$ cat src/fomm_pkg.sv
// shared types and constants for the field oriented mecanum mixer
// no dependencies; used by every other file of the block

package fomm_pkg;

  // angle encoder
  localparam int unsigned ANGLE_STEPS = 8192;
  localparam int unsigned ANGLE_W     = $clog2(ANGLE_STEPS);

  // quarter wave: 16384 phase steps per quadrant, sine in Q1.14
  localparam logic [14:0] QTR = 15'd16384;

  // odd polynomial coefficients of the quarter sine, Q30
  localparam logic [30:0] SC1 = 31'd1686629713;
  localparam logic [29:0] SC3 = 30'd693598668;
  localparam logic [26:0] SC5 = 27'd85569306;
  localparam logic [22:0] SC7 = 23'd5026995;
  localparam logic [17:0] SC9 = 18'd172272;

  // field widths
  localparam int unsigned CMD_W  = 16;
  localparam int unsigned RPM_W  = 16;
  localparam int unsigned HALF_W = 16;
  localparam int unsigned SCL_W  = 20;
  localparam int unsigned CFG_W  = 20;
  localparam int unsigned IDX_W  = 2;
  localparam int unsigned WHL_W  = 35;

  // register indexes
  localparam logic [IDX_W-1:0] CFG_ZERO_OFFSET = 2'd0;
  localparam logic [IDX_W-1:0] CFG_HALF_TRACK  = 2'd1;
  localparam logic [IDX_W-1:0] CFG_RPM_SCALE   = 2'd2;

  // register reset values
  localparam logic [ANGLE_W-1:0] ZERO_OFFSET_RST = 13'd3392;
  localparam logic [HALF_W-1:0]  HALF_TRACK_RST  = 16'd22938;
  localparam logic [SCL_W-1:0]   RPM_SCALE_RST   = 20'd617472;

  typedef struct packed {
    logic [ANGLE_W-1:0] zero_offset;
    logic [HALF_W-1:0]  half_track;
    logic [SCL_W-1:0]   rpm_scale;
  } cfg_t;

  typedef struct packed {
    logic signed [CMD_W-1:0] cmd_x;
    logic signed [CMD_W-1:0] cmd_y;
    logic signed [CMD_W-1:0] turn_rate;
  } cmd_t;

endpackage

$ cat src/fomm_rpm.sv
// scaling of one wheel speed to rpm with rounding and 16-bit saturation, two stages
// depends on fomm_pkg for widths

module fomm_rpm (
  input  logic                                clk,
  input  logic                                en,
  input  logic [fomm_pkg::SCL_W-1:0]          scale,
  input  logic signed [fomm_pkg::WHL_W-1:0]   w,
  output logic signed [fomm_pkg::RPM_W-1:0]   rpm,
  output logic                                clip
);

  localparam logic [54:0] ROUND = 55'(1) << 35;

  logic        neg_r;
  logic [36:0] ph_r;
  logic [36:0] pl_r;
  logic signed [fomm_pkg::RPM_W-1:0] rpm_r;
  logic        clip_r;

  logic [33:0] mag;
  logic [54:0] sum;
  logic [18:0] r;
  logic signed [fomm_pkg::RPM_W-1:0] rpm_nxt;
  logic        clip_nxt;

  // magnitude split in two halves for the scale multiply
  always_comb begin
    mag = w[fomm_pkg::WHL_W-1] ? 34'(-w) : 34'(w);
  end

  // recombine, round half away from zero, saturate
  always_comb begin
    sum      = 55'({ph_r, 17'd0}) + 55'(pl_r) + ROUND;
    r        = sum[54:36];
    clip_nxt = 1'b0;
    if (!neg_r) begin
      if (r > 19'd32767) begin
        rpm_nxt  = 16'sh7fff;
        clip_nxt = 1'b1;
      end else begin
        rpm_nxt = signed'(16'(r));
      end
    end else begin
      if (r > 19'd32768) begin
        rpm_nxt  = 16'sh8000;
        clip_nxt = 1'b1;
      end else begin
        rpm_nxt = -signed'(16'(r));
      end
    end
  end

  always_ff @(posedge clk) begin
    if (en) begin
      neg_r  <= w[fomm_pkg::WHL_W-1];
      ph_r   <= 37'(mag[33:17]) * 37'(scale);
      pl_r   <= 37'(mag[16:0]) * 37'(scale);
      rpm_r  <= rpm_nxt;
      clip_r <= clip_nxt;
    end
  end

  assign rpm  = rpm_r;
  assign clip = clip_r;

endmodule

$ cat config.mk
export PLATFORM = sky130hd
export DESIGN_NAME = fomm_rpm
export DESIGN_NICKNAME = d
export VERILOG_FILES = /design/src/fomm_pkg.sv /design/src/fomm_rpm.sv
export SDC_FILE = /design/constraint.sdc
export NUM_CORES = 2
export LEC_CHECK = 0
export BUFFER_PORTS_ARGS = -buffer_cell sky130_fd_sc_hd__buf_2
export CAP_MARGIN = 20
export CORE_UTILIZATION = 65
export CTS_BUF_LIST = sky130_fd_sc_hd__clkbuf_16
export CTS_CLUSTER_SIZE = 40
export DETAILED_ROUTE_END_ITERATION = 8
export PLACE_DENSITY = 0.83
export SLEW_MARGIN = 20
export SYNTH_ARGS = -nofsm -noshare
export SYNTH_HDL_FRONTEND = slang
export SYNTH_SLANG_ARGS = --single-unit
$ cat constraint.sdc
create_clock -name clk -period 11.86 [get_ports clk]
set_clock_uncertainty 0.1 [all_clocks]
set_input_delay 0.593 -clock clk [delete_from_list [all_inputs] [get_ports clk]]
set_output_delay 0.593 -clock clk [all_outputs]
set_load 0.01 [all_outputs]
=== Word level (Yosys, flattened, before mapping) ===
Index checks and enable logic that the tools add are counted.

* Bits of input ports: 57
* Output and inout bits: 17
* Logic and storage cells: 20
* Register bits: 92

* $lt $le $gt $ge: 2
* Multipliers: 2
* Add/subtract/negate cells: 4
* Mux-type cells: 7

{| class="wikitable"
|+ Operators by type and width
! cell !! count
|-
| 17-bit by 20-bit multiplier with 37-bit output || 2
|-
| 54-bit by 37-bit adder with 55-bit output || 1
|-
| 55-bit by 36-bit adder with 55-bit output (second input constant) || 1
|-
| 16-bit two-way mux || 3
|-
| 34-bit two-way mux || 1
|-
| 34-bit negator || 1
|-
| 19-bit by 15-bit > comparator with 1-bit output (second input constant) || 1
|-
| 19-bit by 16-bit > comparator with 1-bit output (second input constant) || 1
|-
| 16-bit negator || 1
|-
| 1-bit two-way mux || 3
|}

=== Depth between registers and ports, before layout ===
* Depth in word-level cells: 5
* Mapped depth: 36

=== Least setup slack after synthesis ===
OpenSTA, ideal clock, no wires.

* Path type: input port to flip-flop
* From: input w[1] (netlist name)
* To: register ph_r[33] (data pin)
* Library setup time: 0.259 ns
* Data arrival time: 9.163 ns
* Slack: 2.338 ns
* Stages: 30
* Buffers on the path: 1
* Data required time: 11.501 ns
* Cell sequence: or4_1 > or4_1 > or3b_4 > or3_1 > or3_1 > or3_4 > or3_4 > o31ai_4 > xnor2_1 > buf_6 > and2_1 > fa_1 > inv_1 > fa_1 > fa_1 > inv_1 > fa_1 > fa_1 > inv_1 > fa_1 > inv_1 > ha_1 > and3_1 > and3_1 > and3_1 > nor3_1 > o211ai_1 > a31o_2 > a21oi_1 > xnor2_1

* Longest elaborated chain between the ends: 3

{| class="wikitable"
|+ Ends and longest elaborated chain
! what !! line !! source
|-
| from (decl) || fomm_rpm.sv:8 || <nowiki>input logic signed [fomm_pkg::WHL_W-1:0] w,</nowiki>
|-
| 34-bit negator || fomm_rpm.sv:29 || <nowiki>mag = w[fomm_pkg::WHL_W-1] ? 34'(-w) : 34'(w);</nowiki>
|-
| 34-bit two-way mux || fomm_rpm.sv:29 ||
|-
| 17-bit by 20-bit multiplier with 37-bit output || fomm_rpm.sv:57 || <nowiki>ph_r <= 37'(mag[33:17]) * 37'(scale);</nowiki>
|-
| to (signal assigned) || fomm_rpm.sv:57 ||
|-
| to (decl) || fomm_rpm.sv:16 || <nowiki>logic [36:0] ph_r;</nowiki>
|}

No other way between the ends.
A chain may end at the register's enable or synchronous reset.

=== Worst setup path after layout ===
* From: input w[0] (netlist name)
* To: register ph_r[34] (data pin)

Same word-level chain as after synthesis.

==> summary.md <==
| Metric | Value |
|---|---|
| Die area | `0.0412 mm²` |
| Clk slew on worst S/H paths | `60 ps` |
| CP max-delay cell | `fa_1` |
| Yosys top cell by area | `fa_1` |
| WS Path Type | `primary input to flip-flop` |
| Post-route cell area | `0.0273 mm²` |
| Worst stage delay on the critical path | `540 ps` |
| All-Layer GR Usage | `0.322` |
| RSZ-0062 raised after global routing | `no` |
| Asr flop ratio synth | `0` |
| Vias | `20,000` |
| Max-Slew Margin vs Limit | `0.257` |
| Sinks on Clock Net | `75` |
| Critical path data arrival time | `10,120 ps` |
| FF-to-FF Start | `ph_r[17]` |
| Starting Density | `0.660` |
| Synth Net Count | `3,821` |
| Die X | `203 µm` |
| Setup-failing EPs final | `0` |
| Critical path fanouts, max | `22` |
| Postcts setup bufs | `0` |
| Synth top area cells | `fa_1 41%, ha_1 12%, inv_1 10%, edfxtp_1 8.6%, nand2_1 7.3%` |
| CP Capture Type | `flip-flop` |
| Post-synth EDFFs | `75` |
| HP Start | `ph_r[33]` |
| Cts bufs inserted | `9` |
| YS warnings | `0` |
| Die height | `203 µm` |
| DRT iter0 DRCs | `1,647` |
| # fillers | `3,076` |
| #FFs+latches synth | `75` |
| Routed Antenna Nets | `0` |
| Largest net degree at the start of global routing | `76` |
| CTS tree | `yes` |
| Area of the core | `0.0397 mm²` |
| Share of cells above drive strength 1 | `0.0500` |
| GPL Wtd Cong | `0.921` |
| Worst-Skew Late Latency | `340 ps` |
| Final hold vios | `0` |
| DRT Pass-1 Iters | `8` |
| Drt total wl | `63,800 µm` |
| Seq/Total Area, Yosys | `0.0858` |
| Measured slew at the worst slew-check pin | `1110 ps` |
| Startpoint types | `primary input` |
| Area delta synth->final | `4.18%` |
| Hold buffers post-CTS | `0` |
| Total negative slack | `0 ps` |
| Status | `finished clean` |
| NumNets Final | `3,808` |
| Final Core Density | `0.688` |
| Clk root buf | `clkbuf_16` |
| Crit path top cell by count | `fa_1` |
| Min cycle time layout | `10,140 ps` |
| # H-tree levels | `3` |
| Period utilisation layout | `0.855` |
| Unique masters post-synth | `65` |
| Vias per cell | `5.75` |
| # resized after CTS | `0` |
| Critical path required time | `11,840 ps` |
| # rows | `73` |
| DRC viols | `0` |
| Post-synth design cell area | `0.0262 mm²` |
| CP top delay family | `adder cells` |
| Top_reg_cell synth | `edfxtp_1` |
| Max-slew violations | `0` |
| Diode count | `0` |
| Placed Area | `0.0271 mm²` |
| IO Pins | `74` |
| Crit path launch | `w[0]` |
| Total gr overflow | `0` |
| Hpwl dp | `49,800 µm` |
| Cell count after synthesis | `2,967` |
| Most frequent cell after synthesis | `inv_1` |
| Most frequent cells after synthesis | `702 x inv_1, 536 x fa_1, 510 x nand2_1` |
| Critical path buffers and inverters | `4` |
| Vias in the first global route | `21,400` |
| Max Cap Violations | `0` |
| Longest Clk Path Bufs | `2` |
| IO Port Bufs | `73` |
| Initial antenna violation count | `2` |
| Tightest Hold Check Type | `flip-flop to flip-flop` |
| First-pass GRT wire length | `105,000 µm` |
| Yosys top cell area share | `0.409` |
| Fmax | `98.7 MHz` |
| Syn avg cell area | `8.84 µm²` |
| Drt wl/cell | `18.3 µm` |
==> state kept, by name (all words and copies together) (netlist names) <==
signal  flops
neg_r       1
rpm        16
clip        1
ph_r       37
pl_r       20
==> placed cells by master, fill, tap and decap left out, types with 11 or more instances in the layout <==
| master | n |
|---|---|
| inv_1 | 703 |
| fa_1 | 536 |
| nand2_1 | 510 |
| ha_1 | 261 |
| and2_1 | 236 |
| edfxtp_1 | 75 |
| xnor2_1 | 73 |
| buf_2 | 73 |
| a21oi_1 | 58 |
| o21ai_0 | 46 |
| buf_4 | 44 |
| nor2_1 | 40 |
| a21o_1 | 28 |
| nand3_1 | 20 |
| nor3_1 | 19 |
| xor2_1 | 18 |
| and3_1 | 17 |
| or3_1 | 16 |
| o31ai_1 | 14 |
| o21bai_1 | 11 |
==> worst min-delay path, cell delays in order (launching register included) <==
cell and delay, ps:
edfxtp_1 440, nand2_1 90, o211a_1 130
==> final timing paths <==
kind / endpoint / slack [ps] / cells after the start
worst min register to register: rpm[14] / 670 / 2
worst max register to register: rpm[3] / 6860 / 12
worst min-delay path: rpm[14] / 670 / 2
worst max-delay path: ph_r[34] / 1720 / 31
==> cells by family after synthesis <==
logic type,count (synthesis),share of synthesized area
multiplexers,4,0.00153
XOR/XNOR,94,0.0314
buffers and inverters,843,0.121
AND/OR/NAND/NOR,910,0.164
adder cells (fa/ha/maj),797,0.533
AO/OA/AOI/OAI,244,0.0622
flip-flops,75,0.0858
==> metrics by stage <==
step / setup slack [ps] / std cells / hold WS, ps
after floorplan: 2340 / 2967 / 582
after global placement: 1620 / 3468 / 680
after detailed placement: 1420 / 3468 / 648
after CTS: 1780 / 3484 / 670
after global routing: 1320 / 3484 / 712
final: 1720 / 3484 / 672
==> layer usage <==
layer,GRT usage,share of wire
met1,0.426,0.39
met2,0.525,0.47
met3,0.0745,0.11
met4,0.110,0.031
met5,0,0.00041
==> cell type report <==
class	count	area, µm²	area share
Clock buffer	9	225	0.00824
Inverter	702	2640	0.0964
Multi-Input combinational cell	2049	20800	0.762
Timing Repair Buffer	117	696	0.0254
Tap cell	525	657	0.0240
Clock inverter	7	43.8	0.00160
Sequential cell	75	2250	0.0824
Power is left out: the tool's default activity adds up to more than one toggle a clock period on the data nets, which glitch-free logic cannot reach.
