**src/fomm_pkg.sv**
```systemverilog
// shared types and constants for the field oriented mecanum mixer
// no dependencies; used by every other file of the block

package fomm_pkg;

  // angle encoder
  localparam int unsigned ANGLE_STEPS = 8192;
  localparam int unsigned ANGLE_W     = $clog2(ANGLE_STEPS);

  // quarter wave: 16384 phase steps per quadrant, sine in Q1.14
  localparam logic [14:0] QTR = 15'd16384;

  // odd polynomial coefficients of the quarter sine, Q30
  localparam logic [30:0] SC1 = 31'd1686629713;
  localparam logic [29:0] SC3 = 30'd693598668;
  localparam logic [26:0] SC5 = 27'd85569306;
  localparam logic [22:0] SC7 = 23'd5026995;
  localparam logic [17:0] SC9 = 18'd172272;

  // field widths
  localparam int unsigned CMD_W  = 16;
  localparam int unsigned RPM_W  = 16;
  localparam int unsigned HALF_W = 16;
  localparam int unsigned SCL_W  = 20;
  localparam int unsigned CFG_W  = 20;
  localparam int unsigned IDX_W  = 2;
  localparam int unsigned WHL_W  = 35;

  // register indexes
  localparam logic [IDX_W-1:0] CFG_ZERO_OFFSET = 2'd0;
  localparam logic [IDX_W-1:0] CFG_HALF_TRACK  = 2'd1;
  localparam logic [IDX_W-1:0] CFG_RPM_SCALE   = 2'd2;

  // register reset values
  localparam logic [ANGLE_W-1:0] ZERO_OFFSET_RST = 13'd3392;
  localparam logic [HALF_W-1:0]  HALF_TRACK_RST  = 16'd22938;
  localparam logic [SCL_W-1:0]   RPM_SCALE_RST   = 20'd617472;

  typedef struct packed {
    logic [ANGLE_W-1:0] zero_offset;
    logic [HALF_W-1:0]  half_track;
    logic [SCL_W-1:0]   rpm_scale;
  } cfg_t;

  typedef struct packed {
    logic signed [CMD_W-1:0] cmd_x;
    logic signed [CMD_W-1:0] cmd_y;
    logic signed [CMD_W-1:0] turn_rate;
  } cmd_t;

endpackage

```
**src/fomm_mix.sv**
```systemverilog
// rotation into the chassis frame and mecanum wheel mixing, three stages
// depends on fomm_pkg for the command and configuration types

module fomm_mix (
  input  logic                                clk,
  input  logic                                en,
  input  fomm_pkg::cfg_t                      cfg,
  input  fomm_pkg::cmd_t                      cmd,
  input  logic signed [15:0]                  sn,
  input  logic signed [15:0]                  cs,
  output logic signed [fomm_pkg::WHL_W-1:0]   w [4]
);

  logic signed [31:0]                pxc_r;
  logic signed [31:0]                pys_r;
  logic signed [31:0]                pyc_r;
  logic signed [31:0]                pxs_r;
  logic signed [31:0]                t8_r;
  logic signed [33:0]                vx_r;
  logic signed [33:0]                vy_r;
  logic signed [31:0]                t9_r;
  logic signed [fomm_pkg::WHL_W-1:0] w_r [4];

  logic signed [16:0] half_s;
  logic signed [32:0] t_full;
  logic signed [33:0] vx_nxt;
  logic signed [33:0] vy_nxt;
  logic signed [fomm_pkg::WHL_W-1:0] ex;
  logic signed [fomm_pkg::WHL_W-1:0] ey;
  logic signed [fomm_pkg::WHL_W-1:0] et;

  // turn term, half_track taken as unsigned
  always_comb begin
    half_s = signed'({1'b0, cfg.half_track});
    t_full = 33'(half_s) * 33'(cmd.turn_rate);
  end

  // rotated velocities in Q28
  always_comb begin
    vx_nxt = (34'(pxc_r) + 34'(pys_r)) <<< 2;
    vy_nxt = (34'(pyc_r) - 34'(pxs_r)) <<< 2;
  end

  // wheel sums
  always_comb begin
    ex = fomm_pkg::WHL_W'(vx_r);
    ey = fomm_pkg::WHL_W'(vy_r);
    et = fomm_pkg::WHL_W'(t9_r);
  end

  always_ff @(posedge clk) begin
    if (en) begin
      pxc_r  <= 32'(cmd.cmd_x) * 32'(cs);
      pys_r  <= 32'(cmd.cmd_y) * 32'(sn);
      pyc_r  <= 32'(cmd.cmd_y) * 32'(cs);
      pxs_r  <= 32'(cmd.cmd_x) * 32'(sn);
      t8_r   <= 32'(t_full);
      vx_r   <= vx_nxt;
      vy_r   <= vy_nxt;
      t9_r   <= t8_r;
      w_r[0] <= ey - ex - et;
      w_r[1] <= ex + ey - et;
      w_r[2] <= ex - ey - et;
      w_r[3] <= -ex - ey - et;
    end
  end

  assign w = w_r;

endmodule

```
**config.mk**
```make
export PLATFORM = sky130hd
export DESIGN_NAME = fomm_mix
export DESIGN_NICKNAME = d
export VERILOG_FILES = /design/src/fomm_pkg.sv /design/src/fomm_mix.sv
export SDC_FILE = /design/constraint.sdc
export NUM_CORES = 2
export LEC_CHECK = 0
export BUFFER_PORTS_ARGS = -buffer_cell sky130_fd_sc_hd__buf_2
export CORE_MARGIN = 10
export CORE_UTILIZATION = 35
export DETAILED_ROUTE_END_ITERATION = 8
export HOLD_SLACK_MARGIN = 0.08
export SLEW_MARGIN = 10
export SYNTH_ARGS = -nofsm -noshare
export SYNTH_HDL_FRONTEND = slang
export SYNTH_SLANG_ARGS = --single-unit
```
**constraint.sdc**
```tcl
create_clock -name clk -period 12.3 [get_ports clk]
set_clock_uncertainty 0.15 [all_clocks]
set_input_delay 1.23 -clock clk [delete_from_list [all_inputs] [get_ports clk]]
set_output_delay 1.23 -clock clk [all_outputs]
set_load 0.1 [all_outputs]
```
* Word level (Yosys, flattened, before mapping)
Index checks and enable logic that the tools add are counted.
** Operators by class
- Multipliers :: 5
- $add $sub $neg :: 11
** Operators with widths (count)
- 35-bit by 32-bit subtractor with 35-bit output :: 4
- 16-bit by 16-bit multiplier with 32-bit output :: 4
- 34-bit by 34-bit subtractor with 35-bit output :: 2
- 34-bit by 34-bit adder with 35-bit output :: 1
- 34-bit negator with 35-bit output :: 1
- 35-bit by 34-bit subtractor with 35-bit output :: 1
- 32-bit adder :: 1
- 17-bit by 16-bit multiplier with 32-bit output :: 1
- 32-bit subtractor :: 1
** Storage, ports and cells
- Logic and storage cells :: 28
- Register bits :: 396
- Output and inout bits :: 140
- Bits of input ports :: 131

* Depth between registers and ports, before layout
- Word-level depth :: 3
- Mapped depth :: 26
- Mapped depth without buffers :: 25

* Least setup slack after synthesis
OpenSTA, ideal clock, no wires.
- Path type :: input port to flip-flop
- From :: in cmd[27] in the netlist's numbering
- To :: reg pys_r[31], data pin
- Arrival time :: 7.011 ns
- Slack :: 4.879 ns
- Stages on the path :: 22
- Setup time :: 0.260 ns
- Data required time :: 11.890 ns
- Path buffers :: 1
- Cells stage by stage :: clkbuf_1 > nand2_1 > fa_1 > fa_1 > fa_1 > inv_1 > fa_1 > fa_1 > inv_1 > fa_1 > inv_1 > ha_1 > a21o_1 > a21o_1 > a221o_1 > nor2b_1 > a211oi_2 > o31ai_1 > or4_1 > a31o_2 > a21oi_1 > xnor2_1
** On the way
- Longest elaborated chain between the ends :: 1
** Ends and longest elaborated chain
- from (decl) :: line fomm_mix.sv:8 : input fomm_pkg::cmd_t cmd,
- 16-bit by 16-bit multiplier with 32-bit output :: line fomm_mix.sv:54 : pys_r <= 32'(cmd.cmd_y) * 32'(sn);
- to (signal assigned) :: line fomm_mix.sv:54
- to (decl) :: line fomm_mix.sv:15 : logic signed [31:0] pys_r;
No other way between the ends.
A chain may end at the register's enable or synchronous reset.

* Worst setup path in the final report
- From :: in sn[7]
- To :: reg pys_r[30], data pin
** On the way
- Longest elaborated chain between the ends :: 1
** Ends and longest elaborated chain
- from (decl) :: line fomm_mix.sv:9 : input logic signed [15:0] sn,
- 16-bit by 16-bit multiplier with 32-bit output :: line fomm_mix.sv:54
No other way between the ends.

==> metrics.yaml <==
clock_tree:
  cts_tree: "built"
  cts-htree-levels: 2
  clkSlewWorstSetupHoldPaths_ns: 0.08
  root_buffer: "clkbuf_16"
  post_cts_resized: 0
  postCtsSetupRepairBufs: 0
  numCtsBuffers: 50
  cts_buffer_depth: 3
  cts.sinks: 390
  clkLatencyLatePin_ns: 0.65
  postCtsHoldBufs: 0
timing:
  fin_setup_tns_ns: 0
  max_freq_mhz: 120
  hold_violations: 0
  period_share_pct: 67.8
  maxSlewViolCount: 0
  fin_crit_ns: 8.34
  setup_viol: 0
  worst_slew_pin_slew_ns: 1.04
  relSlewSlack_pct: 30.7
  rsz0062_at_grt: "no"
synthesis:
  netlist_area_mm2: 0.0722
  postSynthCellCount: 7320
  ys_async_sr_fraction_pct: 0
  synth_top_area_share_pct: 38.1
  yosys-top-cells-area: "fa_1 38%, edfxtp_1 16%, ha_1 12%, inv_1 8.6%, and2_1 5.4%"
  synth_area_per_cell_um2: 9.86
  synth_nets: 9491
  yosysTopAreaCell: "fa_1"
  synth.ff_latch_count: 390
  synth_edf_count: 390
  yosys_warnings: 0
  ys_types: 78
  synth_ff_type: "edfxtp_1"
  yosysSeqAreaShare_pct: 16.2
global_route:
  grt_pass1_vias: 53240
  overflow: 0
  grt_util_met1_pct: 22.4
  antenna_found_initial: 37
  met2_usage_pct: 26.9
  gr-usage-met3_pct: 2.60
  grt.busiest_layer: "met2"
  track_usage_pct: 16.7
  grt_max_degree: 159
  grt_pass1_wl_mm: 298
die:
  core_mm2: 0.205
  design.die.area_mm2: 0.225
  core.rowCount: 166
  io_pins: 271
  start_util_pct: 35.2
  die_y_um: 474
  die_x_um: 474
placement:
  dp_hpwl_mm: 145
  place_congestion: 0.860
  place.port_buffers: 237
final_layout:
  areaGrowthSynthToFinish_pct: 7.80
  drive_above_1_share_pct: 5.44
  layout.nets: 9571
  fillerInstances: 20393
  final_cell_mix: "1659 x inv_1, 1372 x fa_1, 717 x nand2_1"
  layout_commonest_cell: "inv_1"
routing:
  first_pass_iters: 7
  drt_iter0_drc: 3267
  drt-vias-per-instance: 4.90
  drc: 0
  routed_wl_mm: 184
  drtAntennaViolNets: 0
  vias: 49670
  wl_per_cell_um: 18.1
setup_path:
  critical_path_required_ns: 12.55
  cp.arrival_ns: 8.59
  ff2ff_path_depth: 13
  start_kind: "input port"
  crit_fanout: 32
  r2r-start: "vy_r[3]$_DFFE_PP_"
  end_kind: "flop"
  setup.worst_path.class: "in -> reg"
  rr_endpoint: "w[66]$_DFFE_PP_"
  reg2reg_slack_ns: 6.89
hold_path:
  hold_path_depth: 0
  worstHoldPathType: "reg -> reg"
  hold_end: "t9_r[14]$_DFFE_PP_"
  min_from: "t8_r[14]$_DFFE_PP_"
run:
  drv_cap: 0
run_status:
  status: "complete, no violations"
worst max path at each step:
stage,from,end,slack (ns),depth (start not counted)
final,sn[7],pys_r[30]$_DFFE_PP_,3.96,24
after global routing,sn[7],pys_r[30]$_DFFE_PP_,3.65,24
after CTS,sn[7],pys_r[30]$_DFFE_PP_,4.17,24
after detailed placement,sn[7],pys_r[30]$_DFFE_PP_,3.49,24
after global placement,sn[7],pys_r[30]$_DFFE_PP_,3.49,24
after floorplan,cmd[27],pys_r[31]$_DFFE_PP_,4.88,22
cells by family after synthesis:
logic type	share of synthesized area [%]
DFF	16.2
buffers and inverters	9.90
adders and majority gates	49.6
muxes	0.0728
xor gates and xnor gates	4.15
AOI/OAI and AO/OA	7.32
and+or+nand+nor	12.7
flip-flops by register name (all words and copies together) (netlist names):
signal and count:
t8_r 32, pyc_r 32, t9_r 32, pxs_r 32, pxc_r 32, pys_r 32
vy_r 32, vx_r 32, w 134
Yosys cell counts (10+ instances only):
| master | n |
|---|---|
| a21oi_1 | 250 |
| o21ai_0 | 113 |
| nor2_1 | 204 |
| ha_1 | 668 |
| o211ai_1 | 10 |
| nand4_1 | 19 |
| nand2_1 | 717 |
| a31oi_1 | 23 |
| nand2b_1 | 64 |
| a21boi_0 | 11 |
| and3_1 | 20 |
| a31o_2 | 12 |
| fa_1 | 1372 |
| or2_2 | 15 |
| o21bai_1 | 35 |
| nand3_1 | 58 |
| or3_1 | 15 |
| o31ai_1 | 17 |
| nor2b_1 | 40 |
| and2_1 | 622 |
| a211oi_1 | 25 |
| nor3_1 | 61 |
| edfxtp_1 | 390 |
| a21o_1 | 134 |
| o21a_1 | 55 |
| xnor2_1 | 246 |
| clkbuf_1 | 228 |
| xor2_1 | 96 |
| inv_1 | 1659 |
per-layer routing:
layer | share of wire, % | vias up | wire length [um]
met1 | 43 | 25215 | 79500
li1 | - | 22680 | -
met5 | 0.071 | - | 130
met2 | 45 | 1450 | 83100
met3 | 6.4 | 303 | 11700
met4 | 5.1 | 22 | 9360
critical path: stages:
cell	delay (ns)
buf_2	0.64
nand2_1	0.18
fa_1	0.58
inv_1	0.05
fa_1	0.50
inv_1	0.05
fa_1	0.53
inv_1	0.06
fa_1	0.45
fa_1	0.49
inv_1	0.05
fa_1	0.47
inv_1	0.04
ha_1	0.33
and4_1	0.21
and2_1	0.16
nor2b_1	0.47
o21ai_0	0.18
o31ai_1	0.51
a21oi_1	0.24
o31ai_1	0.71
a211o_1	0.22
a21oi_1	0.08
xnor2_1	0.12
layout make-up:
class | count | area, um2 | area share, %
multi-input combinational | 5032 | 53300 | 68.5
sequential | 390 | 11700 | 15.1
inverter | 1659 | 6230 | 8.00
tap | 2688 | 3360 | 4.32
timing repair buffer | 267 | 1430 | 1.84
clock buffer | 51 | 1250 | 1.61
clock inverter | 41 | 462 | 0.593
antenna | 13 | 32.5 | 0.0418
per-stage QoR:
step	area [um2]	worst slack [ns]	instances	utilization [%]	hold slack, ns
2_1_floorplan	72200	4.88	7320	-	0.250
3_3_place_gp	76100	3.49	10036	37.1	0.251
3_5_place_dp	76100	3.49	10036	37.1	0.256
4_1_cts	77800	4.17	10128	38.0	0.262
5_1_grt	77800	3.65	10138	38.0	0.271
6_report	77800	3.96	10141	38.0	0.259
Power is left out: the tool's default activity adds up to more than one toggle a clock period on the data nets, which glitch-free logic cannot reach.
