--- src/fomm_pkg.sv ---
// shared types and constants for the field oriented mecanum mixer
// no dependencies; used by every other file of the block

package fomm_pkg;

  // angle encoder
  localparam int unsigned ANGLE_STEPS = 8192;
  localparam int unsigned ANGLE_W     = $clog2(ANGLE_STEPS);

  // quarter wave: 16384 phase steps per quadrant, sine in Q1.14
  localparam logic [14:0] QTR = 15'd16384;

  // odd polynomial coefficients of the quarter sine, Q30
  localparam logic [30:0] SC1 = 31'd1686629713;
  localparam logic [29:0] SC3 = 30'd693598668;
  localparam logic [26:0] SC5 = 27'd85569306;
  localparam logic [22:0] SC7 = 23'd5026995;
  localparam logic [17:0] SC9 = 18'd172272;

  // field widths
  localparam int unsigned CMD_W  = 16;
  localparam int unsigned RPM_W  = 16;
  localparam int unsigned HALF_W = 16;
  localparam int unsigned SCL_W  = 20;
  localparam int unsigned CFG_W  = 20;
  localparam int unsigned IDX_W  = 2;
  localparam int unsigned WHL_W  = 35;

  // register indexes
  localparam logic [IDX_W-1:0] CFG_ZERO_OFFSET = 2'd0;
  localparam logic [IDX_W-1:0] CFG_HALF_TRACK  = 2'd1;
  localparam logic [IDX_W-1:0] CFG_RPM_SCALE   = 2'd2;

  // register reset values
  localparam logic [ANGLE_W-1:0] ZERO_OFFSET_RST = 13'd3392;
  localparam logic [HALF_W-1:0]  HALF_TRACK_RST  = 16'd22938;
  localparam logic [SCL_W-1:0]   RPM_SCALE_RST   = 20'd617472;

  typedef struct packed {
    logic [ANGLE_W-1:0] zero_offset;
    logic [HALF_W-1:0]  half_track;
    logic [SCL_W-1:0]   rpm_scale;
  } cfg_t;

  typedef struct packed {
    logic signed [CMD_W-1:0] cmd_x;
    logic signed [CMD_W-1:0] cmd_y;
    logic signed [CMD_W-1:0] turn_rate;
  } cmd_t;

endpackage

--- src/fomm_phase.sv ---
// angle stage: offset removal, 16-bit phase and quadrant folding for sine and cosine
// depends on fomm_pkg

module fomm_phase (
  input  logic                           clk,
  input  logic                           en,
  input  fomm_pkg::cfg_t                 cfg,
  input  logic [fomm_pkg::ANGLE_W-1:0]   yaw,
  output logic [14:0]                    q_sin,
  output logic                           neg_sin,
  output logic [14:0]                    q_cos,
  output logic                           neg_cos
);

  logic [fomm_pkg::ANGLE_W-1:0] ya;
  logic [fomm_pkg::ANGLE_W-1:0] zo;
  logic [fomm_pkg::ANGLE_W:0]   diff;
  logic [fomm_pkg::ANGLE_W-1:0] d;
  logic [15:0]                  ps;
  logic [15:0]                  pc;
  logic [14:0]                  q_sin_nxt;
  logic [14:0]                  q_cos_nxt;
  logic [14:0]                  q_sin_r;
  logic [14:0]                  q_cos_r;
  logic                         neg_sin_r;
  logic                         neg_cos_r;

  // offset removal modulo one turn, then scale to 65536 steps per turn
  always_comb begin
    ya   = fomm_pkg::ANGLE_W'(yaw % fomm_pkg::ANGLE_STEPS);
    zo   = fomm_pkg::ANGLE_W'(cfg.zero_offset % fomm_pkg::ANGLE_STEPS);
    diff = {1'b0, ya} + (fomm_pkg::ANGLE_W + 1)'(fomm_pkg::ANGLE_STEPS) - {1'b0, zo};
    d    = fomm_pkg::ANGLE_W'(diff % fomm_pkg::ANGLE_STEPS);
    ps   = 16'((33'(d) * 33'd65536) / fomm_pkg::ANGLE_STEPS);
    pc   = ps + 16'(fomm_pkg::QTR);
  end

  // fold into the first quadrant, odd quadrants mirrored
  always_comb begin
    q_sin_nxt = ps[14] ? fomm_pkg::QTR - {1'b0, ps[13:0]} : {1'b0, ps[13:0]};
    q_cos_nxt = pc[14] ? fomm_pkg::QTR - {1'b0, pc[13:0]} : {1'b0, pc[13:0]};
  end

  always_ff @(posedge clk) begin
    if (en) begin
      q_sin_r   <= q_sin_nxt;
      q_cos_r   <= q_cos_nxt;
      neg_sin_r <= ps[15];
      neg_cos_r <= pc[15];
    end
  end

  assign q_sin   = q_sin_r;
  assign neg_sin = neg_sin_r;
  assign q_cos   = q_cos_r;
  assign neg_cos = neg_cos_r;

endmodule

--- config.mk ---
export PLATFORM = sky130hd
export DESIGN_NAME = fomm_phase
export DESIGN_NICKNAME = d
export VERILOG_FILES = /design/src/fomm_pkg.sv /design/src/fomm_phase.sv
export SDC_FILE = /design/constraint.sdc
export NUM_CORES = 1
export LEC_CHECK = 0
export ABC_CLOCK_PERIOD_IN_PS = 4200
export BUFFER_PORTS_ARGS = -buffer_cell sky130_fd_sc_hd__buf_2
export CAP_MARGIN = 10
export CORE_ASPECT_RATIO = 1.75
export CORE_MARGIN = 5
export CORE_UTILIZATION = 25
export CTS_CLUSTER_DIAMETER = 150
export DETAILED_ROUTE_END_ITERATION = 7
export PLACE_DENSITY = 0.54
export SYNTH_ARGS = -nofsm -noshare
export SYNTH_HDL_FRONTEND = slang
export SYNTH_SLANG_ARGS = --single-unit
--- constraint.sdc ---
create_clock -name clk -period 4.2 [get_ports clk]
set_input_delay 0.42 -clock clk [delete_from_list [all_inputs] [get_ports clk]]
set_output_delay 0.42 -clock clk [all_outputs]
set_load 0.05 [all_outputs]
# Word level (Yosys, flattened, before mapping)
# Cells that the tools add are included.
[classes]
add_sub_neg = 5
n_mux = 2
[ops]
columns = ["cell", "count"]
rows = [
  ["$sub A15 B14 Y15 const A", 2],
  ["$mux W14", 2],
  ["$add A16 B15 Y16 const B", 1],
  ["$add A13 B1 Y13 const B", 1],
  ["$sub A13 B13 Y13", 1],
]
[word_totals]
reg_bits = 32
input_bits = 64
wordCells = 13
output_inout_bits = 32

# Logic depth before layout (Yosys ltp)
[depth]
depth_word = 5
ltp_mapped = 11
depth_no_buf = 10

# Worst setup path before layout
# No wires, ideal clock.
[synth_path]
path_kind = "in2reg"
start = "input yaw[0] (netlist bit)"
end = "register q_cos_r[13] (netlist: q_cos[13]) (data pin)"
arrival_ns = 2.232
t_required_ns = 3.933
setup_time_ns = 0.267
setup_slack_ns = 1.701
n_path_buf = 0
stages = 10
path_cell_list = "inv_1 > ha_1 > fa_1 > nand2b_1 > a21oi_1 > xnor2_1 > o2111ai_2 > nor3_4 > a21oi_1 > xor2_1"
[synth_via]
elab_chain_len = 5
[synth_rtl]
columns = ["item", "line_no", "source"]
rows = [
  ["start, declared", "fomm_phase.sv:8", "input logic [fomm_pkg::ANGLE_W-1:0] yaw,"],
  ["$add A13 B1 Y13 (*)", "fomm_phase.sv:32", "diff = {1'b0, ya} + (fomm_pkg::ANGLE_W + 1)'(fomm_pkg::ANGLE_STEPS) - {1'b0, zo};"],
  ["$sub A13 B13 Y13 (*)", "fomm_phase.sv:32", ""],
  ["$add A16 B15 Y16 (*)", "fomm_phase.sv:35", "pc = ps + 16'(fomm_pkg::QTR);"],
  ["$sub A15 B14 Y15", "fomm_phase.sv:41", "q_cos_nxt = pc[14] ? fomm_pkg::QTR - {1'b0, pc[13:0]} : {1'b0, pc[13:0]};"],
  ["$mux W14 (*)", "fomm_phase.sv:41", ""],
  ["via q_cos_nxt[13]", "fomm_phase.sv:22", "logic [14:0] q_cos_nxt;"],
  ["end signal, assigned", "fomm_phase.sv:47", "q_cos_r <= q_cos_nxt;"],
  ["end, declared", "fomm_phase.sv:24", "logic [14:0] q_cos_r;"],
]
# The timed path passes the listed nets; every way through them passes the cells marked *.
# A chain may end at the register's enable or synchronous reset.

# Worst setup path in the final report
[layout_path]
start = "input cfg[36] (netlist bit)"
end = "register q_sin_r[14] (netlist: q_sin[14]) (data pin)"
[layout_via]
elab_chain_len = 2
[layout_rtl]
columns = ["item", "line_no", "source"]
rows = [
  ["start, declared", "fomm_phase.sv:7", "input fomm_pkg::cfg_t cfg,"],
  ["$sub A13 B13 Y13 (*)", "fomm_phase.sv:32", ""],
  ["$sub A15 B14 Y15", "fomm_phase.sv:40", "q_sin_nxt = ps[14] ? fomm_pkg::QTR - {1'b0, ps[13:0]} : {1'b0, ps[13:0]};"],
  ["end signal, assigned", "fomm_phase.sv:46", "q_sin_r <= q_sin_nxt;"],
  ["end, declared", "fomm_phase.sv:23", "logic [14:0] q_sin_r;"],
]
# Every way passes the cells marked *; elsewhere a longest branch is shown, timed or not.

==> flow_summary.toml <==
[outcome]
run_status = "complete, no violations"

[die]
io_pins = 96
dieHeight_um = 127
die_w_um = 76.86
row_count = 42
dieArea_um2 = 9761
start_util = 0.2567
coreArea_um2 = 7620

[sta]
layout_min_cycle_time_ps = 2631
period_share = 0.6263
setup_viol = 0
relSlewSlack = 0.5574
rsz0062_at_grt = "false"
fmax_ghz = 0.3801
finalHoldViolCount = 0
drv_slew = 0
tightestPinTransition_ps = 663.4
setup_slack_ps = 1569
fin_tns_setup_ps = 0

[power_and_ir_drop]
p_total_mw = 1.156
p_per_area_nw_per_um2 = 489.7
ir_worst_vdd_mv = 0.1285
p_leak_nw = 1.010

[hold_path]
holdPathEnd = "q_sin[3]"
whs_path_depth = 3
worstHoldStart = "cfg[36]"
hold_class = "in -> reg"

[global_route]
grt_first_pass_wirelength_mm = 6.603
antenna_found_initial = 0
grt_pass1_vias = 1483
grt_usage = 0.08292
grt_max_degree = 26
grt-ovfl-total = 0

[logic_synthesis]
syn_area_per_cell_um2 = 10.24
yosys_warnings = 0
ys_types = 47
synthCells = 191
ys_seq_area_frac = 0.3839
synth_ff_type = "edfxtp_1"
synth_seq_cells = 25
synth_enable_flop_cells = 25
synthArstFlopShare = 0
synth_area_um2 = 1956

[clocking]
cts.clk_slew.worst_paths_ps = 60
ctsHtreeMaxLevel = 1
postCtsHoldBufs = 0
tritoncts = "yes"
cts.repair.resized = 0
clock_path_buffers = 2
numCtsBuffers = 3
cts-root-buf = "clkbuf_16"
cts_sinks = 25
cts_setup_buffers = 0

[finish]
n_antenna_cell = 0
syn_to_final_growth_pct = 20.67
final_nets = 322
layout.cells.non_filler = 331
fill_cells = 789
drive_above_1_share = 0.2963
final_area_um2 = 2360

[drt]
wl_mm = 3.858
viasPerCell = 4.366
dr.pass1.iters = 4
wl_per_cell_um = 11.66
drt-initial-drc-count = 76
vias = 1445
antenna_left = 0
drc = 0

[placement]
placedCellCount = 327
place_area_um2 = 2281
post-place-ws_ps = 1278
hpwlAfterDp_mm = 3.369
portBuffers = 53
place_congestion = 0.7329

[worst_setup_path]
crit_type = "in -> reg"
critPathTopFamily = "compound AO/OA/AOI/OAI gates"
worstSetupStartpoint = "cfg[36]"
critPathMaxStageDelay_ps = 410
required_ps = 4180
cp_cell_sequence = "buf_2 > ha_1 > fa_1 > nand2b_1 > a21oi_2 > a311o_1 > a21oi_1 > xnor2_1 > nand4b_1 > nor2_1"
crit_fanout = 5
critPathArrivalTime_ps = 2610
critPathLaunchType = "input port"
cp_num_buf_inv = 1
end_kind = "flip-flop"
crit_slowest_cell = "fa_1"

[job]
cap_violations = 0
-- synth_stat cells (3+ instances only) --
cell type | number | share of area
edfxtp_1 | 25 | 0.38
nor2_1 | 22 | 0.042
xnor2_1 | 19 | 0.085
inv_1 | 15 | 0.029
a21oi_1 | 14 | 0.036
ha_1 | 13 | 0.083
nand2_1 | 12 | 0.023
buf_4 | 8 | 0.031
xor2_1 | 6 | 0.027
nand2b_1 | 5 | 0.016
nor3_4 | 3 | 0.025
o211ai_1 | 3 | 0.012
o21ai_1 | 3 | 0.0077
-- metrics by stage --
step / hold slack, ps / util
2_1_floorplan: 532.5 / -
3_3_place_gp: 885.7 / 0.2993
3_5_place_dp: 887.2 / 0.2993
4_1_cts: 621.7 / 0.3097
5_1_grt: 653.7 / 0.3097
6_report: 617.5 / 0.3097
-- where the power goes --
group,total [mW],switching (mW),internal (mW)
Combinational,0.579,0.412,0.167
Sequential,0.375,0.0118,0.363
Clock,0.202,0.0726,0.129
Total,1.16,0.497,0.659
-- worst max-delay path by stage --
stage / cells past startpoint / to / slack (ps)
after floorplan: 10 / q_cos[13] / 1700
after global placement: 10 / q_sin[14] / 1280
after detailed placement: 10 / q_cos[9] / 1280
after CTS: 10 / q_cos[9] / 1550
after global routing: 10 / q_sin[12] / 1340
final: 10 / q_sin[14] / 1570
-- layout by cell type, fill, tap and decap left out, drive strengths merged, types with 3 or more instances in the layout --
master and instances:
edfxtp 25, nor2 22, a21oi 16, ha 13
nand3 3, conb 6, nor2b 3, nand2 12
nor3 4, buf 53, clkbuf 4, nand2b 5
xnor2 20, inv 15, o21ai 5, xor2 8
o211ai 3
-- logic make-up (layout without fill, tap and decap cells) --
kind of cell | after synthesis | after routing | share of synthesized area
flops | 25 | 25 | 0.3839
fa+ha+maj | 14 | 14 | 0.09341
buf+inv | 25 | 72 | 0.06397
compound gates | 38 | 38 | 0.1472
other cells | 1 | 6 | 0.001918
simple gates | 59 | 59 | 0.1676
xor+xnor | 28 | 28 | 0.1369
mux | 1 | 1 | 0.005119
-- metal layers --
layer | vias to the layer above | global-route usage | part of all wire | wire length (um)
met5 | - | 0 | 0 | 0
met4 | 0 | 0.05252 | 0.029 | 111
met3 | 5 | 0.01127 | 0.052 | 200
met2 | 32 | 0.1713 | 0.60 | 2316
met1 | 646 | 0.06991 | 0.32 | 1229
li1 | 762 | - | - | -
-- flip-flops by register name, summed over array words and instances (netlist names) --
register  cells
neg_sin       1
neg_cos       1
q_cos        11
q_sin        12
-- worst min-delay path, stage by stage --
cell   delay [ps]
buf_2          80
ha_1          170
inv_1          40
-- layout make-up --
type | instances | area [um^2] | area share
Clock buffer | 4 | 78.83 | 0.03340
Timing Repair Buffer | 53 | 265.3 | 0.1124
Inverter | 15 | 56.30 | 0.02386
Sequential cell | 25 | 750.7 | 0.3181
Multi-Input combinational cell | 146 | 1099 | 0.4655
Tap cell | 88 | 110.1 | 0.04666
No activity file was read; power rests on OpenSTA's default activity.
