[src/fomm_pkg.sv]
// shared types and constants for the field oriented mecanum mixer
// no dependencies; used by every other file of the block

package fomm_pkg;

  // angle encoder
  localparam int unsigned ANGLE_STEPS = 8192;
  localparam int unsigned ANGLE_W     = $clog2(ANGLE_STEPS);

  // quarter wave: 16384 phase steps per quadrant, sine in Q1.14
  localparam logic [14:0] QTR = 15'd16384;

  // odd polynomial coefficients of the quarter sine, Q30
  localparam logic [30:0] SC1 = 31'd1686629713;
  localparam logic [29:0] SC3 = 30'd693598668;
  localparam logic [26:0] SC5 = 27'd85569306;
  localparam logic [22:0] SC7 = 23'd5026995;
  localparam logic [17:0] SC9 = 18'd172272;

  // field widths
  localparam int unsigned CMD_W  = 16;
  localparam int unsigned RPM_W  = 16;
  localparam int unsigned HALF_W = 16;
  localparam int unsigned SCL_W  = 20;
  localparam int unsigned CFG_W  = 20;
  localparam int unsigned IDX_W  = 2;
  localparam int unsigned WHL_W  = 35;

  // register indexes
  localparam logic [IDX_W-1:0] CFG_ZERO_OFFSET = 2'd0;
  localparam logic [IDX_W-1:0] CFG_HALF_TRACK  = 2'd1;
  localparam logic [IDX_W-1:0] CFG_RPM_SCALE   = 2'd2;

  // register reset values
  localparam logic [ANGLE_W-1:0] ZERO_OFFSET_RST = 13'd3392;
  localparam logic [HALF_W-1:0]  HALF_TRACK_RST  = 16'd22938;
  localparam logic [SCL_W-1:0]   RPM_SCALE_RST   = 20'd617472;

  typedef struct packed {
    logic [ANGLE_W-1:0] zero_offset;
    logic [HALF_W-1:0]  half_track;
    logic [SCL_W-1:0]   rpm_scale;
  } cfg_t;

  typedef struct packed {
    logic signed [CMD_W-1:0] cmd_x;
    logic signed [CMD_W-1:0] cmd_y;
    logic signed [CMD_W-1:0] turn_rate;
  } cmd_t;

endpackage

[src/fomm_sine.sv]
// quarter sine by pipelined Horner evaluation, one multiply per stage, six stages
// depends on fomm_pkg for the coefficients

module fomm_sine (
  input  logic                   clk,
  input  logic                   en,
  input  logic [14:0]            q,
  input  logic                   neg,
  output logic signed [15:0]     val
);

  logic [16:0]        u_r   [2:6];
  logic [16:0]        u2_r  [2:5];
  logic               neg_r [2:6];
  logic [22:0]        r1_r;
  logic [26:0]        r2_r;
  logic [29:0]        r3_r;
  logic [30:0]        r4_r;
  logic signed [15:0] val_r;

  logic [33:0] sq;
  logic [34:0] m9;
  logic [39:0] m7;
  logic [43:0] m5;
  logic [46:0] m3;
  logic [47:0] m1;
  logic [32:0] rnd;
  logic [16:0] s;
  logic [14:0] s_cap;
  logic [16:0] u_nxt;
  logic [16:0] u2_nxt;
  logic [22:0] r1_nxt;
  logic [26:0] r2_nxt;
  logic [29:0] r3_nxt;
  logic [30:0] r4_nxt;
  logic signed [15:0] val_nxt;

  // argument in Q16 and its square
  always_comb begin
    u_nxt  = {q, 2'b00};
    sq     = 34'(u_nxt) * 34'(u_nxt);
    u2_nxt = sq[32:16];
  end

  // Horner steps, highest term first
  always_comb begin
    m9     = 35'(fomm_pkg::SC9) * 35'(u2_r[2]);
    r1_nxt = fomm_pkg::SC7 - 23'(m9[34:16]);
    m7     = 40'(r1_r) * 40'(u2_r[3]);
    r2_nxt = fomm_pkg::SC5 - 27'(m7[39:16]);
    m5     = 44'(r2_r) * 44'(u2_r[4]);
    r3_nxt = fomm_pkg::SC3 - 30'(m5[43:16]);
    m3     = 47'(r3_r) * 47'(u2_r[5]);
    r4_nxt = fomm_pkg::SC1 - 31'(m3[46:16]);
  end

  // final odd multiply, round to Q1.14, cap and apply the half-wave sign
  always_comb begin
    m1      = 48'(r4_r) * 48'(u_r[6]);
    rnd     = 33'(m1[47:16]) + 33'd32768;
    s       = rnd[32:16];
    s_cap   = (s > 17'(fomm_pkg::QTR)) ? fomm_pkg::QTR : s[14:0];
    val_nxt = neg_r[6] ? -16'(s_cap) : 16'(s_cap);
  end

  always_ff @(posedge clk) begin
    if (en) begin
      u_r[2]   <= u_nxt;
      u2_r[2]  <= u2_nxt;
      neg_r[2] <= neg;
      for (int i = 3; i <= 6; i++) begin
        u_r[i]   <= u_r[i-1];
        neg_r[i] <= neg_r[i-1];
      end
      for (int i = 3; i <= 5; i++) begin
        u2_r[i] <= u2_r[i-1];
      end
      r1_r  <= r1_nxt;
      r2_r  <= r2_nxt;
      r3_r  <= r3_nxt;
      r4_r  <= r4_nxt;
      val_r <= val_nxt;
    end
  end

  assign val = val_r;

endmodule

[config.mk]
export PLATFORM = sky130hd
export DESIGN_NAME = fomm_sine
export DESIGN_NICKNAME = d
export VERILOG_FILES = /design/src/fomm_pkg.sv /design/src/fomm_sine.sv
export SDC_FILE = /design/constraint.sdc
export NUM_CORES = 2
export LEC_CHECK = 0
export ABC_AREA = 1
export BUFFER_PORTS_ARGS = -buffer_cell sky130_fd_sc_hd__clkbuf_2
export CAP_MARGIN = 15
export CORE_MARGIN = 8
export CORE_UTILIZATION = 35
export CTS_BUF_LIST = sky130_fd_sc_hd__clkbuf_8
export CTS_CLUSTER_DIAMETER = 120
export CTS_CLUSTER_SIZE = 28
export DETAILED_ROUTE_END_ITERATION = 12
export GPL_ROUTABILITY_DRIVEN = 0
export PLACE_DENSITY = 0.59
export SETUP_SLACK_MARGIN = 0.05
export SYNTH_ARGS = -nofsm -noshare
export SYNTH_HDL_FRONTEND = slang
export SYNTH_SLANG_ARGS = --single-unit
export TNS_END_PERCENT = 20
[constraint.sdc]
create_clock -name clk -period 7.7 [get_ports clk]
set_input_delay 1.54 -clock clk [delete_from_list [all_inputs] [get_ports clk]]
set_output_delay 1.54 -clock clk [all_outputs]
set_load 0.005 [all_outputs]
* Word-level counts from Yosys, hierarchy flattened
Memories as Yosys holds them, arrays and structs flattened.
Cells that the tools add are included.
** Operators by class
- Add/subtract/negate cells :: 6
- $mul :: 6
- Magnitude comparators :: 1
- Mux-type cells :: 4
** Operator list (number)
- $mul A31 B17 Y48 :: 1
- $mul A30 B17 Y47 :: 1
- $mul A27 B17 Y44 :: 1
- $mul A23 B17 Y40 :: 1
- $add A32 B16 Y33 const B :: 1
- $mul A14 B17 Y31 const A :: 1
- $sub A31 B31 Y31 const A :: 1
- $mux W15 :: 2
- $sub A30 B28 Y30 const A :: 1
- $mul A15 B15 Y29 :: 1
- $sub A27 B24 Y27 const A :: 1
- $sub A23 B19 Y23 const A :: 1
- $gt A17 B15 Y1 const B :: 1
- $neg A15 Y16 :: 1
- $mux W1 :: 2
** Word-level totals
- Register bits after elaboration :: 127
- Memory bits (writable) :: 158
- Bits of input ports :: 18
- Output and inout port bits :: 16
- Logic and storage cells :: 26
- Memories kept :: 3
** Memory list
- u_r :: depth 5, width 17, rd ports 5, clocked after Yosys merged registers in 0, wr ports 5, line fomm_sine.sv:12 : logic [16:0] u_r [2:6];
- u2_r :: depth 4, width 17, rd ports 4, clocked after Yosys merged registers in 0, wr ports 4, line fomm_sine.sv:13 : logic [16:0] u2_r [2:5];
- neg_r :: depth 5, width 1, rd ports 5, clocked after Yosys merged registers in 0, wr ports 5, line fomm_sine.sv:14 : logic neg_r [2:6];

* Longest topological paths before layout
An unclocked memory read counts as a cell.
- Word-level depth :: 7
- Mapped depth :: 49
- Mapped depth without buffers :: 46

* Worst setup path before layout
OpenSTA, ideal clock, no wires.
- Kind :: in2reg
- Start :: input q[12]
- End :: register u2_r[1][14] (netlist name)
- Library setup time :: 262 ps
- Data arrival time :: 7547 ps
- Data required time :: 7438 ps
- Path slack :: -109 ps
- Cell stages on the path :: 24
- Path buffers :: 2
- Cells stage by stage :: clkbuf_1 -> clkbuf_1 -> nand2_1 -> fa_1 -> inv_1 -> fa_1 -> fa_1 -> inv_1 -> fa_1 -> inv_1 -> fa_1 -> fa_1 -> ha_1 -> nand2_1 -> nor2_1 -> a211oi_1 -> a21boi_0 -> o21ai_0 -> a211oi_1 -> o21ai_0 -> a21boi_0 -> o21ai_0 -> a21oi_1 -> xor2_1
** RTL lines
- start: declaration :: line fomm_sine.sv:7 : input logic [14:0] q,

==> flow_summary_export.csv <==
group,metric,value,unit
layout,area_delta_synth_final,11.9,%
layout,drive_above_1_share,9.36,%
sta,finalClockSkew,0.0883,ns
critical_path,cp-start-kind,"register",
routing,vias,62100,
critical_path,critPathTopFamily,"adder cells",
flow_run,maxCapViolCount,0,
sta,clock.fmax,0.135,GHz
synthesis,ys_ff_latch,270,
clocking,clock_latency,0.73,ns
synthesis,synth_fa_ha_area_share,52.4,%
die,coreArea,225000,sq um
synthesis,synth_edf_count,270,
synthesis,ys.flop_type,"edfxtp_1",
clocking,numCtsBuffers,21,
sta,relSlewSlack,36.4,%
clocking,clockRootBuffer,"clkbuf_8",
critical_path,cp_slowest_stage_delay,0.59,ns
layout,mostFrequentLayoutCells,"2804 x inv_1, 2558 x nand2_1, 1617 x fa_1",
clocking,cts.clk_slew.worst_paths,0.16,ns
critical_path,arrival,7.84,ns
sta,worstMarginPinSlew,0.953,ns
sta,finalHoldViolations,0,
sta,rsz0062_at_grt,"true",
sta,slew_violations,0,
grt,grt-ovfl-total,0,
synthesis,synth_warnings,0,
critical_path,critPathKind,"register to register",
critical_path,path_buf_inv,11,
routing,drt_iter0_markers,3862,
layout,stdcell_count,13100,
die,ios,34,
routing,routed_wl,206,mm
grt,grt_pass1_vias,66300,
die,die_h,492,um
synthesis,netlist-cell-type-count,57,
routing,wl_per_cell,15.8,um
run_status,outcome,"finished, final reports clean",
synthesis,syn_area,79300,sq um
clocking,ctsHoldBuffers,0,
synthesis,synth_top_family_by_area,"adder cells",
synthesis,ys_seq_area_share,10.2,%
critical_path,cp_common_cell,"nand2_2",
sta,fin_crit_sh,96.1,%
die,start_util,35.2,%
placement,dp.final_hpwl,172,mm
critical_path,slowest_stage,"fa_1",
critical_path,cp.required,8.14,ns
die,rows,174,
clocking,tritoncts,"done",
die,dieArea,242000,sq um
synthesis,synth_mux_area_share,0,%
sta,finalSetupTns,0,ns
synthesis,async_flop_share,0,%
sta,fin_crit,7.40,ns
grt,grtUsageTotal,16.8,%
routing,ant_nets,0,
layout,fill_cells,22800,
synthesis,syn_nets,12200,
routing,firstDrtPassIters,6,
layout,layout_commonest_cell,"inv_1",
min_path,hold_class,"register to register",
synthesis,synth-compound-area-share,3.86,%
clocking,cts_sinks,270,
grt,antenna_found_initial,2,
placement,portBuffers,33,
die,die_x,492,um
clocking,htree_levels,1,
synthesis,synth_simple_gate_area_share,16.2,%
synthesis,yosys.area_share.xor_xnor,2.16,%
clocking,clk_path_buf_depth,3,
layout,fin_nets,12400,
grt,grt_max_degree,149,
sta,finalSetupViolCount,0,
critical_path,cp-end-kind,"register",
routing,drc,0,
placement,dpl.cell_count,12900,
grt,grt_pass1_wl,340,mm
routing,vias_per_cell,4.75,
synthesis,avgSynthCellArea,8.07,sq um
synthesis,synth_cells,9829,
critical_path,cp_max_fo,6,
[worst paths after layout]
| check | from | endpoint | slack [ns] | cells after the start |
|---|---|---|---|---|
| setup / recovery | u_r[0][107]$_DFFE_PP_ | val[5]$_DFFE_PP_ | 0.30 | 41 |
| hold / removal | u_r[0][71]$_DFFE_PP_ | u_r[0][88]$_DFFE_PP_ | 0.41 | 0 |
| setup reg to reg | u_r[0][107]$_DFFE_PP_ | val[5]$_DFFE_PP_ | 0.30 | 41 |
| hold reg to reg | u_r[0][71]$_DFFE_PP_ | u_r[0][88]$_DFFE_PP_ | 0.41 | 0 |
[Yosys cell counts, types with 7 or more instances]
cell type / n / area (sq um)
inv_1: 2823 / 10600
nand2_1: 2638 / 9900
fa_1: 1624 / 32500
ha_1: 721 / 9020
clkbuf_1: 372 / 1400
nor2_1: 312 / 1170
edfxtp_1: 270 / 8110
a21oi_1: 265 / 1330
nand3_1: 155 / 776
o21ai_0: 146 / 731
xor2_1: 136 / 1190
xnor2_1: 60 / 526
nand4_1: 54 / 338
nor3_1: 35 / 175
o21bai_1: 32 / 240
a31oi_1: 20 / 125
a21o_1: 16 / 120
o21a_1: 12 / 90.1
o21ai_1: 11 / 55.1
or2_2: 11 / 68.8
nand2_2: 10 / 62.6
a21boi_0: 8 / 60.1
nor2_2: 8 / 50.1
and3_1: 7 / 43.8
inv_2: 7 / 26.3
nand3b_1: 7 / 52.6
nor4_1: 7 / 43.8
[cell type report]
class,count,area [sq um],area share [%]
clock buffers,21,289,0.326
inverters,2832,10600,12.0
diodes,1,2.50,0.00282
multi-input cells,6349,60400,68.0
clock inverters,16,303,0.341
well taps,2992,3740,4.22
repair buffers,602,5320,5.99
flip-flops and latches,270,8110,9.13
[kinds of logic after synthesis]
kind of cell,after synthesis
AOI/OAI and AO/OA,547
DFF,270
xor gates and xnor gates,196
and+or+nand+nor,3261
buffers and inverters,3210
adders and majority gates,2345
[state kept, by name, summed over array words and instances, names as in the netlist]
register	flops
val	16
r2_r	25
r3_r	30
u2_r	68
r4_r	31
u_r	75
neg_r	5
r1_r	20
[metrics by stage]
| step | instance area, sq um | utilization (%) | hold slack, ns | setup WS (ns) |
|---|---|---|---|---|
| global route | 88800 | 39.4 | 0.393 | -0.0422 |
| finish | 88800 | 39.4 | 0.407 | 0.300 |
| CTS | 86100 | 38.3 | 0.405 | 0.0181 |
| detailed placement | 85500 | 38.0 | 0.405 | -0.0853 |
| floorplan | 79300 | - | 0.400 | 0.0518 |
| global placement | 85500 | 38.0 | 0.401 | -0.0188 |
[metal layers]
| metal | up-vias | part of all wire, % | GRT usage, % |
|---|---|---|---|
| li1 | 28800 | - | - |
| met5 | - | 0.0068 | 0 |
| met4 | 2 | 2.4 | 3.76 |
| met2 | 1752 | 50 | 30.0 |
| met3 | 337 | 5.2 | 1.37 |
| met1 | 31200 | 42 | 22.3 |
[what timing repair did]
item | in CTS | in global routing
pin swaps | 0 | 105
endpoints found under the setup margin | 10 | 64
gates resized for setup | 4 | 323
setup buffers | 2 | 119
cloned | 0 | 8
Power is left out: the tool's default activity adds up to more than one toggle a clock period on the data nets, which glitch-free logic cannot reach.
